--- config.mk ---
export PLATFORM = sky130hd
export DESIGN_NAME = uart_baud_divisor_search_top
export DESIGN_NICKNAME = d
export VERILOG_FILES = /design/src/rtl/ubds_pkg.sv /design/src/rtl/ubds_divider.sv /design/src/rtl/uart_baud_divisor_search_top.sv
export SDC_FILE = /design/constraint.sdc
export NUM_CORES = 1
export LEC_CHECK = 0
export ABC_CLOCK_PERIOD_IN_PS = 28200
export BUFFER_PORTS_ARGS = -buffer_cell sky130_fd_sc_hd__buf_2
export CAP_MARGIN = 25
export CORE_AREA = 2 2 223 335
export CTS_CLUSTER_DIAMETER = 80
export DETAILED_ROUTE_END_ITERATION = 6
export DIE_AREA = 0 0 225 337
export PLACE_DENSITY = 0.56
export REMOVE_ABC_BUFFERS = 1
export SLEW_MARGIN = 20
export SYNTH_ARGS = -nofsm -noshare
export SYNTH_HDL_FRONTEND = slang
export SYNTH_SLANG_ARGS = --single-unit
--- constraint.sdc ---
create_clock -name i_clk -period 28.2 [get_ports i_clk]
set_clock_uncertainty 0.15 [all_clocks]
set_input_delay 5.64 -clock i_clk [delete_from_list [all_inputs] [get_ports i_clk]]
set_output_delay 5.64 -clock i_clk [all_outputs]
set_load 0.005 [all_outputs]
--- src/rtl/ubds_pkg.sv ---
// ubds_pkg: widths, limits and prescaler table for the uart baud divisor search
// no dependencies; used by ubds_divider and uart_baud_divisor_search_top
`timescale 1ns / 1ps
`default_nettype none

package ubds_pkg;

    localparam int BAUD_W  = 24;
    localparam int CLK_W   = 28;
    localparam int CODE_W  = 4;
    localparam int DREG_W  = 16;

    // shared divider: dividend covers sclk + baud/2, divisor covers the baud rate
    localparam int DVD_W   = 30;
    localparam int DVS_W   = 24;
    localparam int CNT_W   = $clog2(DVD_W);

    localparam int SCLK_W  = CLK_W + 1;
    localparam int GEN_W   = SCLK_W - 4;
    localparam int FACT_W  = 9;

    localparam int TOL_L_W = GEN_W + 14;

    localparam logic [CODE_W-1:0] LAST_CODE = 4'hF;
    localparam logic [DVD_W-1:0]  DIV_MIN   = 30'h10;
    localparam logic [DVD_W-1:0]  DIV_MAX   = 30'hFFFF;
    localparam logic [13:0]       TOL_DEN   = 14'd5000;
    localparam logic [6:0]        TOL_NUM   = 7'd91;

    typedef struct packed {
        logic             start;
        logic [DVD_W-1:0] dividend;
        logic [DVS_W-1:0] divisor;
    } t_div_req;

    typedef struct packed {
        logic             done;
        logic [DVD_W-1:0] quotient;
    } t_div_rsp;

    function automatic logic [FACT_W-1:0] presc_factor(input logic [CODE_W-1:0] code);
        logic [FACT_W-1:0] f;
        case (code)
            4'd0:    f = 9'd1;
            4'd1:    f = 9'd2;
            4'd2:    f = 9'd4;
            4'd3:    f = 9'd6;
            4'd4:    f = 9'd8;
            4'd5:    f = 9'd10;
            4'd6:    f = 9'd12;
            4'd7:    f = 9'd16;
            4'd8:    f = 9'd32;
            4'd9:    f = 9'd64;
            4'd10:   f = 9'd128;
            default: f = 9'd256;
        endcase
        return f;
    endfunction

endpackage

`default_nettype wire

--- src/rtl/ubds_divider.sv ---
// ubds_divider: restoring unsigned divider, one quotient bit per cycle
// depends on ubds_pkg (widths, request and response structs)
`timescale 1ns / 1ps
`default_nettype none

module ubds_divider (
    input  wire                 i_clk,
    input  wire                 i_rst_n,
    input  ubds_pkg::t_div_req  i_req,
    output ubds_pkg::t_div_rsp  o_rsp
);

    logic                          r_busy, n_busy;
    logic                          r_done, n_done;
    logic [ubds_pkg::CNT_W-1:0]    r_cnt, n_cnt;
    logic [ubds_pkg::DVS_W-1:0]    r_rem, n_rem;
    logic [ubds_pkg::DVD_W-1:0]    r_quo, n_quo;
    logic [ubds_pkg::DVS_W-1:0]    r_dvs, n_dvs;
    logic [ubds_pkg::DVS_W+1:0]    w_sub;

    // dividend shifts out of the top of r_quo while quotient bits shift in
    assign w_sub = {1'b0, r_rem, r_quo[ubds_pkg::DVD_W-1]} - {2'b00, r_dvs};

    always_comb begin
        n_busy = r_busy;
        n_done = 1'b0;
        n_cnt  = r_cnt;
        n_rem  = r_rem;
        n_quo  = r_quo;
        n_dvs  = r_dvs;
        if (i_req.start) begin
            n_busy = 1'b1;
            n_cnt  = ubds_pkg::CNT_W'(ubds_pkg::DVD_W - 1);
            n_rem  = '0;
            n_quo  = i_req.dividend;
            n_dvs  = i_req.divisor;
        end else if (r_busy) begin
            if (w_sub[ubds_pkg::DVS_W+1]) begin
                n_rem = {r_rem[ubds_pkg::DVS_W-2:0], r_quo[ubds_pkg::DVD_W-1]};
                n_quo = {r_quo[ubds_pkg::DVD_W-2:0], 1'b0};
            end else begin
                n_rem = w_sub[ubds_pkg::DVS_W-1:0];
                n_quo = {r_quo[ubds_pkg::DVD_W-2:0], 1'b1};
            end
            if (r_cnt == '0) begin
                n_busy = 1'b0;
                n_done = 1'b1;
            end else begin
                n_cnt = r_cnt - 1'b1;
            end
        end
    end

    always_ff @(posedge i_clk) begin
        if (!i_rst_n) begin
            r_busy <= 1'b0;
            r_done <= 1'b0;
            r_cnt  <= '0;
        end else begin
            r_busy <= n_busy;
            r_done <= n_done;
            r_cnt  <= n_cnt;
        end
        r_rem <= n_rem;
        r_quo <= n_quo;
        r_dvs <= n_dvs;
    end

    assign o_rsp.done     = r_done;
    assign o_rsp.quotient = r_quo;

endmodule

`default_nettype wire

--- src/rtl/uart_baud_divisor_search_top.sv ---
// uart_baud_divisor_search_top: sequencer that searches prescaler codes for a baud divisor
// depends on ubds_pkg and ubds_divider
`timescale 1ns / 1ps
`default_nettype none

// One item (target baud, input clock, oversampling mode) yields one result: the first
// prescaler code 0..15 whose rounded divisor lies in 16..65535 with a rate error of at
// most 1.82 percent, and the packed divisor register value, or found = 0 with code 15
// and divisor 0. All arithmetic runs through one restoring divider that produces one
// quotient bit per cycle (30 bits, with a hand-off between divisions). Each code tried
// costs two divisions when its divisor is out of range and three plus a tolerance
// check otherwise, so an item is quickest when the first code is accepted and slowest
// when all sixteen codes are tried with their divisors in range; a zero baud rate skips
// the divisions and goes straight to the result. The block takes no new item while a
// search runs; a finished result waits in the output register while the next item is
// accepted.
module uart_baud_divisor_search_top (
    input  wire                            i_clk,
    input  wire                            i_rst_n,
    input  wire                            i_valid,
    output logic                           o_ready,
    input  wire [ubds_pkg::BAUD_W-1:0]     i_target_baud,
    input  wire [ubds_pkg::CLK_W-1:0]      i_clock_hz,
    input  wire                            i_oversample_by_eight,
    output logic                           o_valid,
    input  wire                            i_ready,
    output logic                           o_found,
    output logic [ubds_pkg::CODE_W-1:0]    o_prescaler_code,
    output logic [ubds_pkg::DREG_W-1:0]    o_divisor_register
);

    typedef enum logic [4:0] {
        S_IDLE  = 5'b00001,
        S_START = 5'b00010,
        S_WAIT  = 5'b00100,
        S_CHECK = 5'b01000,
        S_EMIT  = 5'b10000
    } t_state;

    // which division the shared divider is working on
    typedef enum logic [2:0] {
        PH_SCLK = 3'b001,
        PH_DIV  = 3'b010,
        PH_GEN  = 3'b100
    } t_phase;

    t_state                         r_state, n_state;
    t_phase                         r_phase, n_phase;
    logic [ubds_pkg::BAUD_W-1:0]    r_baud, n_baud;
    logic [ubds_pkg::CLK_W-1:0]     r_clk_hz, n_clk_hz;
    logic                           r_os8, n_os8;
    logic [ubds_pkg::CODE_W-1:0]    r_code, n_code;
    logic [ubds_pkg::SCLK_W-1:0]    r_sclk, n_sclk;
    logic [ubds_pkg::DREG_W-1:0]    r_div, n_div;
    logic [ubds_pkg::GEN_W-1:0]     r_gen, n_gen;
    logic                           r_found, n_found;
    logic [ubds_pkg::DREG_W-1:0]    r_pack, n_pack;
    logic                           r_out_valid, n_out_valid;
    logic                           r_out_found, n_out_found;
    logic [ubds_pkg::CODE_W-1:0]    r_out_code, n_out_code;
    logic [ubds_pkg::DREG_W-1:0]    r_out_dreg, n_out_dreg;
    ubds_pkg::t_div_req             r_req, n_req;
    ubds_pkg::t_div_rsp             w_rsp;

    logic [ubds_pkg::DVD_W-1:0]     w_q_even;
    logic                           w_in_range;
    logic [ubds_pkg::GEN_W-1:0]     w_baud_ext;
    logic [ubds_pkg::GEN_W-1:0]     w_diff;
    logic [ubds_pkg::TOL_L_W-1:0]   w_lhs;
    logic [ubds_pkg::TOL_L_W-1:0]   w_rhs;
    logic                           w_tol_ok;

    ubds_divider u_div (
        .i_clk   (i_clk),
        .i_rst_n (i_rst_n),
        .i_req   (r_req),
        .o_rsp   (w_rsp)
    );

    // rounded divisor, bit 0 cleared for oversampling by 8
    assign w_q_even   = r_os8 ? {w_rsp.quotient[ubds_pkg::DVD_W-1:1], 1'b0} : w_rsp.quotient;
    assign w_in_range = (w_q_even >= ubds_pkg::DIV_MIN) && (w_q_even <= ubds_pkg::DIV_MAX);

    // tolerance test |baud - gen| * 5000 <= 91 * baud
    assign w_baud_ext = ubds_pkg::GEN_W'(r_baud);
    assign w_diff     = (w_baud_ext >= r_gen) ? (w_baud_ext - r_gen) : (r_gen - w_baud_ext);
    assign w_lhs      = ubds_pkg::TOL_L_W'(w_diff) * ubds_pkg::TOL_L_W'(ubds_pkg::TOL_DEN);
    assign w_rhs      = ubds_pkg::TOL_L_W'(r_baud) * ubds_pkg::TOL_L_W'(ubds_pkg::TOL_NUM);
    assign w_tol_ok   = (w_lhs <= w_rhs);

    always_comb begin
        n_state     = r_state;
        n_phase     = r_phase;
        n_baud      = r_baud;
        n_clk_hz    = r_clk_hz;
        n_os8       = r_os8;
        n_code      = r_code;
        n_sclk      = r_sclk;
        n_div       = r_div;
        n_gen       = r_gen;
        n_found     = r_found;
        n_pack      = r_pack;
        n_out_valid = r_out_valid;
        n_out_found = r_out_found;
        n_out_code  = r_out_code;
        n_out_dreg  = r_out_dreg;
        n_req       = r_req;
        n_req.start = 1'b0;

        // output register drains independently of the search
        if (r_out_valid && i_ready) begin
            n_out_valid = 1'b0;
        end

        case (r_state)
            S_IDLE: begin
                if (i_valid) begin
                    n_baud   = i_target_baud;
                    n_clk_hz = i_clock_hz;
                    n_os8    = i_oversample_by_eight;
                    n_code   = '0;
                    n_found  = 1'b0;
                    n_pack   = '0;
                    if (i_target_baud == '0) begin
                        // zero baud rate: nothing can be accepted
                        n_code  = ubds_pkg::LAST_CODE;
                        n_state = S_EMIT;
                    end else begin
                        n_state = S_START;
                    end
                end
            end
            S_START: begin
                // scaled clock = (clock, doubled for oversampling by 8) / factor
                n_req.start    = 1'b1;
                n_req.dividend = r_os8 ? {1'b0, r_clk_hz, 1'b0} : {2'b00, r_clk_hz};
                n_req.divisor  = ubds_pkg::DVS_W'(ubds_pkg::presc_factor(r_code));
                n_phase        = PH_SCLK;
                n_state        = S_WAIT;
            end
            S_WAIT: begin
                if (w_rsp.done) begin
                    case (r_phase)
                        PH_SCLK: begin
                            n_sclk         = w_rsp.quotient[ubds_pkg::SCLK_W-1:0];
                            n_req.start    = 1'b1;
                            n_req.dividend = ubds_pkg::DVD_W'(
                                                 w_rsp.quotient[ubds_pkg::SCLK_W-1:0])
                                           + ubds_pkg::DVD_W'(r_baud[ubds_pkg::BAUD_W-1:1]);
                            n_req.divisor  = r_baud;
                            n_phase        = PH_DIV;
                        end
                        PH_DIV: begin
                            if (w_in_range) begin
                                n_div          = w_q_even[ubds_pkg::DREG_W-1:0];
                                n_req.start    = 1'b1;
                                n_req.dividend = ubds_pkg::DVD_W'(r_sclk);
                                n_req.divisor  = ubds_pkg::DVS_W'(
                                                     w_q_even[ubds_pkg::DREG_W-1:0]);
                                n_phase        = PH_GEN;
                            end else if (r_code == ubds_pkg::LAST_CODE) begin
                                n_state = S_EMIT;
                            end else begin
                                n_code  = r_code + 1'b1;
                                n_state = S_START;
                            end
                        end
                        PH_GEN: begin
                            n_gen   = w_rsp.quotient[ubds_pkg::GEN_W-1:0];
                            n_state = S_CHECK;
                        end
                        default: begin
                            n_state = S_IDLE;
                        end
                    endcase
                end
            end
            S_CHECK: begin
                if (w_tol_ok) begin
                    n_found = 1'b1;
                    // oversampling by 8 packs the low nibble shifted right by one
                    n_pack  = r_os8 ? {r_div[ubds_pkg::DREG_W-1:4], 1'b0, r_div[3:1]} : r_div;
                    n_state = S_EMIT;
                end else if (r_code == ubds_pkg::LAST_CODE) begin
                    n_state = S_EMIT;
                end else begin
                    n_code  = r_code + 1'b1;
                    n_state = S_START;
                end
            end
            S_EMIT: begin
                // wait until the output register is free or being emptied
                if (!r_out_valid || i_ready) begin
                    n_out_valid = 1'b1;
                    n_out_found = r_found;
                    n_out_code  = r_code;
                    n_out_dreg  = r_pack;
                    n_state     = S_IDLE;
                end
            end
            default: begin
                n_state = S_IDLE;
            end
        endcase
    end

    always_ff @(posedge i_clk) begin
        if (!i_rst_n) begin
            r_state     <= S_IDLE;
            r_phase     <= PH_SCLK;
            r_out_valid <= 1'b0;
            r_req.start <= 1'b0;
        end else begin
            r_state     <= n_state;
            r_phase     <= n_phase;
            r_out_valid <= n_out_valid;
            r_req.start <= n_req.start;
        end
        r_req.dividend <= n_req.dividend;
        r_req.divisor  <= n_req.divisor;
        r_baud         <= n_baud;
        r_clk_hz       <= n_clk_hz;
        r_os8          <= n_os8;
        r_code         <= n_code;
        r_sclk         <= n_sclk;
        r_div          <= n_div;
        r_gen          <= n_gen;
        r_found        <= n_found;
        r_pack         <= n_pack;
        r_out_found    <= n_out_found;
        r_out_code     <= n_out_code;
        r_out_dreg     <= n_out_dreg;
    end

    assign o_ready            = (r_state == S_IDLE);
    assign o_valid            = r_out_valid;
    assign o_found            = r_out_found;
    assign o_prescaler_code   = r_out_code;
    assign o_divisor_register = r_out_dreg;

endmodule

`default_nettype wire
After elaboration in Yosys (flattened, before gate mapping)
Memory sizes are Yosys's and may differ from the RTL's. A register that Yosys moved wholly into a read port is not among the register bits.
Index checks and enable logic that the tools add are counted.
{"block": "classes", "mul": 2, "n_mux": 50, "n_lt_le_gt_ge": 4, "bitwise_logic": 3, "n_reduce_logical": 23, "eq_ne": 21, "addsub": 6}
{"operator": "$pmux W55 S2", "count": 2}
{"operator": "$mux W55", "count": 2}
{"operator": "$mux W30", "count": 2}
{"operator": "$mux W5", "count": 10}
{"operator": "$le A38 B31 Y1", "count": 1}
{"operator": "$mux W4", "count": 9}
{"operator": "$mul A25 B10 Y35 const B", "count": 1}
{"operator": "$mux W16", "count": 2}
{"operator": "$pmux W16 S2", "count": 1}
{"operator": "$mul A24 B7 Y31 const B", "count": 1}
{"operator": "$add A29 B23 Y30", "count": 1}
{"operator": "$ge A30 B5 Y1 const B", "count": 1}
{"operator": "$le A30 B16 Y1 const B", "count": 1}
{"operator": "$mux W29", "count": 1}
{"operator": "$sub A25 B24 Y26", "count": 1}
{"operator": "$ge A24 B25 Y1", "count": 1}
{"operator": "$mux W25", "count": 1}
{"operator": "$pmux W5 S5", "count": 1}
{"operator": "$sub A24 B25 Y25", "count": 1}
{"operator": "$sub A25 B24 Y25", "count": 1}
{"operator": "$logic_not A24 Y1", "count": 1}
{"operator": "$mux W24", "count": 1}
{"operator": "$ne A2 B2 Y1 const B", "count": 8}
{"operator": "$pmux W5 S3", "count": 1}
{"operator": "other kinds (33)", "count": 57}
{"block": "totals", "ff_bits": 314, "mem_count": 1, "mem_bits_ro": 144, "elab_cells": 135}
{"memory": "(no name shown)", "depth": 16, "word_bits": 9, "rd": 1, "rd_ports_with_merged_regs": 1, "wr": 0, "line": "ubds_pkg.sv:43", "source": "case (code)"}

Logic depth before layout (Yosys ltp)
{"block": "depth", "ltp_word": 8, "ltp_mapped": 48, "depth_no_buf": 43}

Cells and area by module
A second synthesis with hierarchy kept.
{"block": "unflattened", "cells_unflattened": 2449, "hier_area_um2": 25557.0}
{"module": "uart_baud_divisor_search_top", "cells_each": 1988, "seq_area_each_um2": 6956.7, "area_each_um2": 20739.9, "instances": 1}
{"module": "ubds_divider", "cells_each": 461, "seq_area_each_um2": 2242.2, "area_each_um2": 4817.1, "instances": 1}

Worst setup path before layout
OpenSTA, ideal clock, no wires.
{"block": "synth_timing", "path_kind": "reg2reg", "start": "reg r_baud[13] (netlist bit)", "end": "reg r_found (enable)", "n_path_buf": 5, "t_required_ps": 27655, "stages_incl_launch_ff": 43, "path_slack_ps": 18100, "t_arrival_ps": 9556, "path_cell_list": "edfxtp_1 > inv_1 > ha_1 > buf_6 > and3_4 > and3_4 > a31o_1 > or3_1 > a21oi_1 > nand2b_1 > buf_6 > buf_2 > buf_2 > buf_2 > a211oi_1 > a21oi_1 > xor2_1 > fa_1 > (+7 left out) > inv_1 > ha_1 > and3_1 > a211oi_2 > a211oi_1 > a311o_1 > xor2_1 > ha_1 > a21o_1 > a221o_1 > nand2_1 > o211ai_1 > o21ai_0 > nand2_1 > a211oi_1 > and3_1 > nand2_1 > o21bai_1"}
{"block": "synth_via", "elab_chain_len": 6, "elab_cells_between_ends": 9}
{"element": "from (decl)", "line": "uart_baud_divisor_search_top.sv:49", "source": "logic [ubds_pkg::BAUD_W-1:0] r_baud, n_baud;"}
{"element": "from (signal assigned)", "line": "uart_baud_divisor_search_top.sv:221", "source": "r_baud <= n_baud;"}
{"element": "$sub A25 B24 Y25 (tied with other cells)", "line": "uart_baud_divisor_search_top.sv:86", "source": "assign w_diff = (w_baud_ext >= r_gen) ? (w_baud_ext - r_gen) : (r_gen - w_baud_ext);"}
{"element": "$mux W25", "line": "uart_baud_divisor_search_top.sv:86"}
{"element": "$mul A25 B10 Y35", "line": "uart_baud_divisor_search_top.sv:87", "source": "assign w_lhs = ubds_pkg::TOL_L_W'(w_diff) * ubds_pkg::TOL_L_W'(ubds_pkg::TOL_DEN);"}
{"element": "$le A38 B31 Y1 (*)", "line": "uart_baud_divisor_search_top.sv:89", "source": "assign w_tol_ok = (w_lhs <= w_rhs);"}
{"element": "$ne A2 B2 Y1 (no source line) (*)"}
{"element": "$reduce_and A3 Y1 (no source line) (*)"}
{"element": "to (signal assigned)", "line": "uart_baud_divisor_search_top.sv:228", "source": "r_found <= n_found;"}
{"element": "to (decl)", "line": "uart_baud_divisor_search_top.sv:56", "source": "logic r_found, n_found;"}
Mark *: on every way between the ends. The rest lies on a longest branch, timed or not.
A chain may end at the register's enable or synchronous reset.

Worst setup path in the final report
{"block": "layout_timing", "start": "reg r_baud[9] (netlist bit)", "end": "reg r_pack[14] (netlist bit) (enable)"}
{"block": "layout_via", "elab_chain_len": 6, "elab_cells_between_ends": 9}
{"element": "$sub A25 B24 Y25 (tied with other cells)", "line": "uart_baud_divisor_search_top.sv:86"}
{"element": "$mux W25", "line": "uart_baud_divisor_search_top.sv:86"}
{"element": "$mul A25 B10 Y35", "line": "uart_baud_divisor_search_top.sv:87"}
{"element": "$le A38 B31 Y1 (*)", "line": "uart_baud_divisor_search_top.sv:89"}
{"element": "$ne A2 B2 Y1 (no source line) (*)"}
{"element": "$reduce_and A3 Y1 (no source line) (*)"}
{"element": "to (signal assigned)", "line": "uart_baud_divisor_search_top.sv:229", "source": "r_pack <= n_pack;"}
{"element": "to (decl)", "line": "uart_baud_divisor_search_top.sv:57", "source": "logic [ubds_pkg::DREG_W-1:0] r_pack, n_pack;"}
Marked as above.

==> flow_metrics.env <==
export IMPL_ys_top_cells_by_count="inv_1 (333), ha_1 (292), edfxtp_1 (273)"
export IMPL_hold_path_end="o_divisor_register[14]"
export IMPL_crit_start="r_baud[9]"
export IMPL_fin_crit_ns=11.87
export IMPL_path_buf_inv=5
export IMPL_via_per_inst=5.353
export IMPL_synth_top_area_share_pct=32.27
export IMPL_synth_async_reset_ratio_pct=0
export IMPL_drc=0
export IMPL_rr_worst_depth=40
export IMPL_synth_distinct_cells=72
export IMPL_clock_sinks=323
export IMPL_clockRootBuffer="clkbuf_16"
export IMPL_n_antenna_cell=0
export IMPL_post_drt_wl_per_cell_um=20.92
export IMPL_worst_setup_path_type="reg2reg"
export IMPL_postCtsSetupBuffers=0
export IMPL_final_cells=3491
export IMPL_fin_crit_sh_pct=42.11
export IMPL_critical_path_arrival_ns=11.98
export IMPL_antenna_found_initial=2
export IMPL_cp_top_family="compound AO/OA/AOI/OAI gates"
export IMPL_cp_common_cell="ha_1"
export IMPL_slew_violations=0
export IMPL_syn_to_final_growth_pct=9.934
export IMPL_syn_avg_cell_area_um2=10.26
export IMPL_reg2reg_from="r_baud[9]"
export IMPL_worst_pin_slew_ns=0.9693
export IMPL_r2r_end="r_pack[14]"
export IMPL_grt_max_degree=55
export IMPL_yosysTopAreaCell="edfxtp_1"
export IMPL_path_clk_slew_ns=0.06
export IMPL_hold_path_class="reg2reg"
export IMPL_hold_slack_ns=0.2690
export IMPL_clk_latency_ns=0.56
export IMPL_die_y_um=337
export IMPL_io_buffers=79
export IMPL_rsz0062_at_grt="false"
export IMPL_fp_dieW_um=225
export IMPL_num_rows=122
export IMPL_num_vias=18690
export IMPL_dr_pass1_iters=5
export IMPL_required_ns=28.31
export IMPL_grt_overflow_total=0
export IMPL_numCtsBuffers=34
export IMPL_htree_levels=2
export IMPL_grt_util_all_layers_pct=19.25
export IMPL_ioPinCount=80
export IMPL_max_stage_delay_ns=0.59
export IMPL_critPathLaunchType="register"
export IMPL_route_antenna_remaining_nets=0
export IMPL_hold_viol=0
export IMPL_synthTopCellsByArea="edfxtp_1 (32%), ha_1 (14%), fa_1 (9.9%), inv_1 (4.9%), dfxtp_1 (3.9%)"
export IMPL_cts_tree="done"
export IMPL_max_slew_margin_rel_pct=34.92
export IMPL_nets=3009
export IMPL_dieArea_um2=75830
export IMPL_hpwl_mm=58.81
export IMPL_cts_resized=0
export IMPL_cpMaxStageDelayCell="a21oi_1"
export IMPL_synthFlopType="edfxtp_1"
export IMPL_hp_start="r_pack[14]"
export IMPL_seq_area_frac_synth_pct=36.21
export IMPL_whs_path_depth=0
export IMPL_start_util_pct=34.74
export IMPL_ys_warn_count=0
export IMPL_tns_ns=0
export IMPL_synth_most_common_cell="inv_1"
export IMPL_synth_edf_count=273
export IMPL_max_cap_violations=0
export IMPL_r2r_setup_slack_ns=16.33
export IMPL_ctsHoldBuffers=0
export IMPL_grt_pass1_wl_mm=111.5
export IMPL_synth_cells=2476
export IMPL_ys_seq_elements=323
export IMPL_drt_iter0_drc=1150
export IMPL_end_kind="register"
export IMPL_place_gp_congestion=0.9066
export IMPL_core_um2=73120
export IMPL_fmax_ghz=0.08422
export IMPL_drive_gt1_share_pct=8.551
export IMPL_critPathMaxFanout=36
export IMPL_first_global_vias=19250
export IMPL_drt_total_wl_mm=73.05
export IMPL_cts_path_max_buffers=3
export IMPL_dpl_cell_count=3427
export IMPL_status="complete, no violations"
export IMPL_synth_area_um2=25400
export IMPL_setup_viol=0
==> cell families (layout without fill, tap and decap cells) <==
kind of cell	Yosys count	in the layout	share of synthesized area [%]
simple gates	512	512	9.934
compound gates	599	599	15.21
xor+xnor	118	118	4.068
buf+inv	407	492	6.196
fa+ha+maj	417	417	24.23
mux	100	100	4.147
flops	323	323	36.21
==> worst max path at each step <==
| stage | to | slack, ns | cells after the start |
|---|---|---|---|
| finish | r_pack[14] | 16.33 | 40 |
| global route | r_pack[14] | 15.80 | 42 |
| CTS | r_code[2] | 15.64 | 42 |
| detailed placement | r_code[0] | 15.65 | 42 |
| global placement | r_code[0] | 15.86 | 42 |
| floorplan | r_found | 17.75 | 36 |
==> stage by stage <==
stage          utilization (%)  worst slack (ns)  instance area [µm²]
2_1_floorplan                -             17.75                25080
3_3_place_gp             36.63             15.86                26780
3_5_place_dp             36.63             15.65                26780
4_1_cts                  38.16             15.64                27900
5_1_grt                  38.20             15.80                27930
6_report                 38.20             16.33                27930
==> flip-flops by register name, indices dropped and copies added (netlist names), named ones only <==
name / cells
o_prescaler_code: 4
r_pack: 16
r_code: 4
r_sclk: 29
r_req: 55
o_valid: 1
u_div.r_done: 1
r_os8: 1
r_found: 1
u_div.r_quo: 30
o_found: 1
r_clk_hz: 28
u_div.r_dvs: 24
r_phase: 3
r_state: 5
r_baud: 24
r_gen: 25
u_div.r_busy: 1
u_div.r_cnt: 5
o_divisor_register: 16
r_div: 16
u_div.r_rem: 24
==> layer usage <==
metal | routed length [µm] | GRT usage, % | up-vias
met5 | 0 | 0 | -
met4 | 4043 | 10.03 | 0
met3 | 1814 | 1.420 | 124
met2 | 39210 | 37.21 | 394
met1 | 27980 | 20.72 | 9246
li1 | - | - | 8925
==> worst register-to-register path, delay by kind of cell, from the launching register on <==
| family | cells | cell delay [ns] |
|---|---|---|
| compound gates | 14 | 3.55 |
| xor+xnor | 2 | 0.91 |
| fa+ha+maj | 8 | 3.37 |
| buf+inv | 5 | 0.82 |
| flops | 1 | 0.53 |
| mux | 1 | 0.22 |
| simple gates | 10 | 2.02 |
==> placed cells by master, fill, tap and decap left out, drive strengths merged, types with 40 or more instances in the layout <==
cell type / Yosys / final
nand2: 111 / 111
fa: 125 / 125
nor2: 153 / 153
mux2i: 61 / 61
clkbuf: 49 / 40
a21o: 71 / 71
dfxtp: 50 / 50
edfxtp: 273 / 273
ha: 292 / 292
a21oi: 162 / 162
xnor2: 66 / 66
buf: 25 / 97
o21ai: 123 / 123
xor2: 52 / 52
inv: 333 / 335
==> area by class of cell <==
class,instances,area [µm²]
fillers,7130,45190
multi-input cells,1746,14660
flip-flops and latches,323,9203
inverters,333,1250
well taps,930,1164
clock buffers,40,894.6
repair buffers,97,534.3
clock inverters,22,226.5
Power is not shown: default switching activity piles up to over one toggle a cycle in this logic, so the estimate is an artifact.
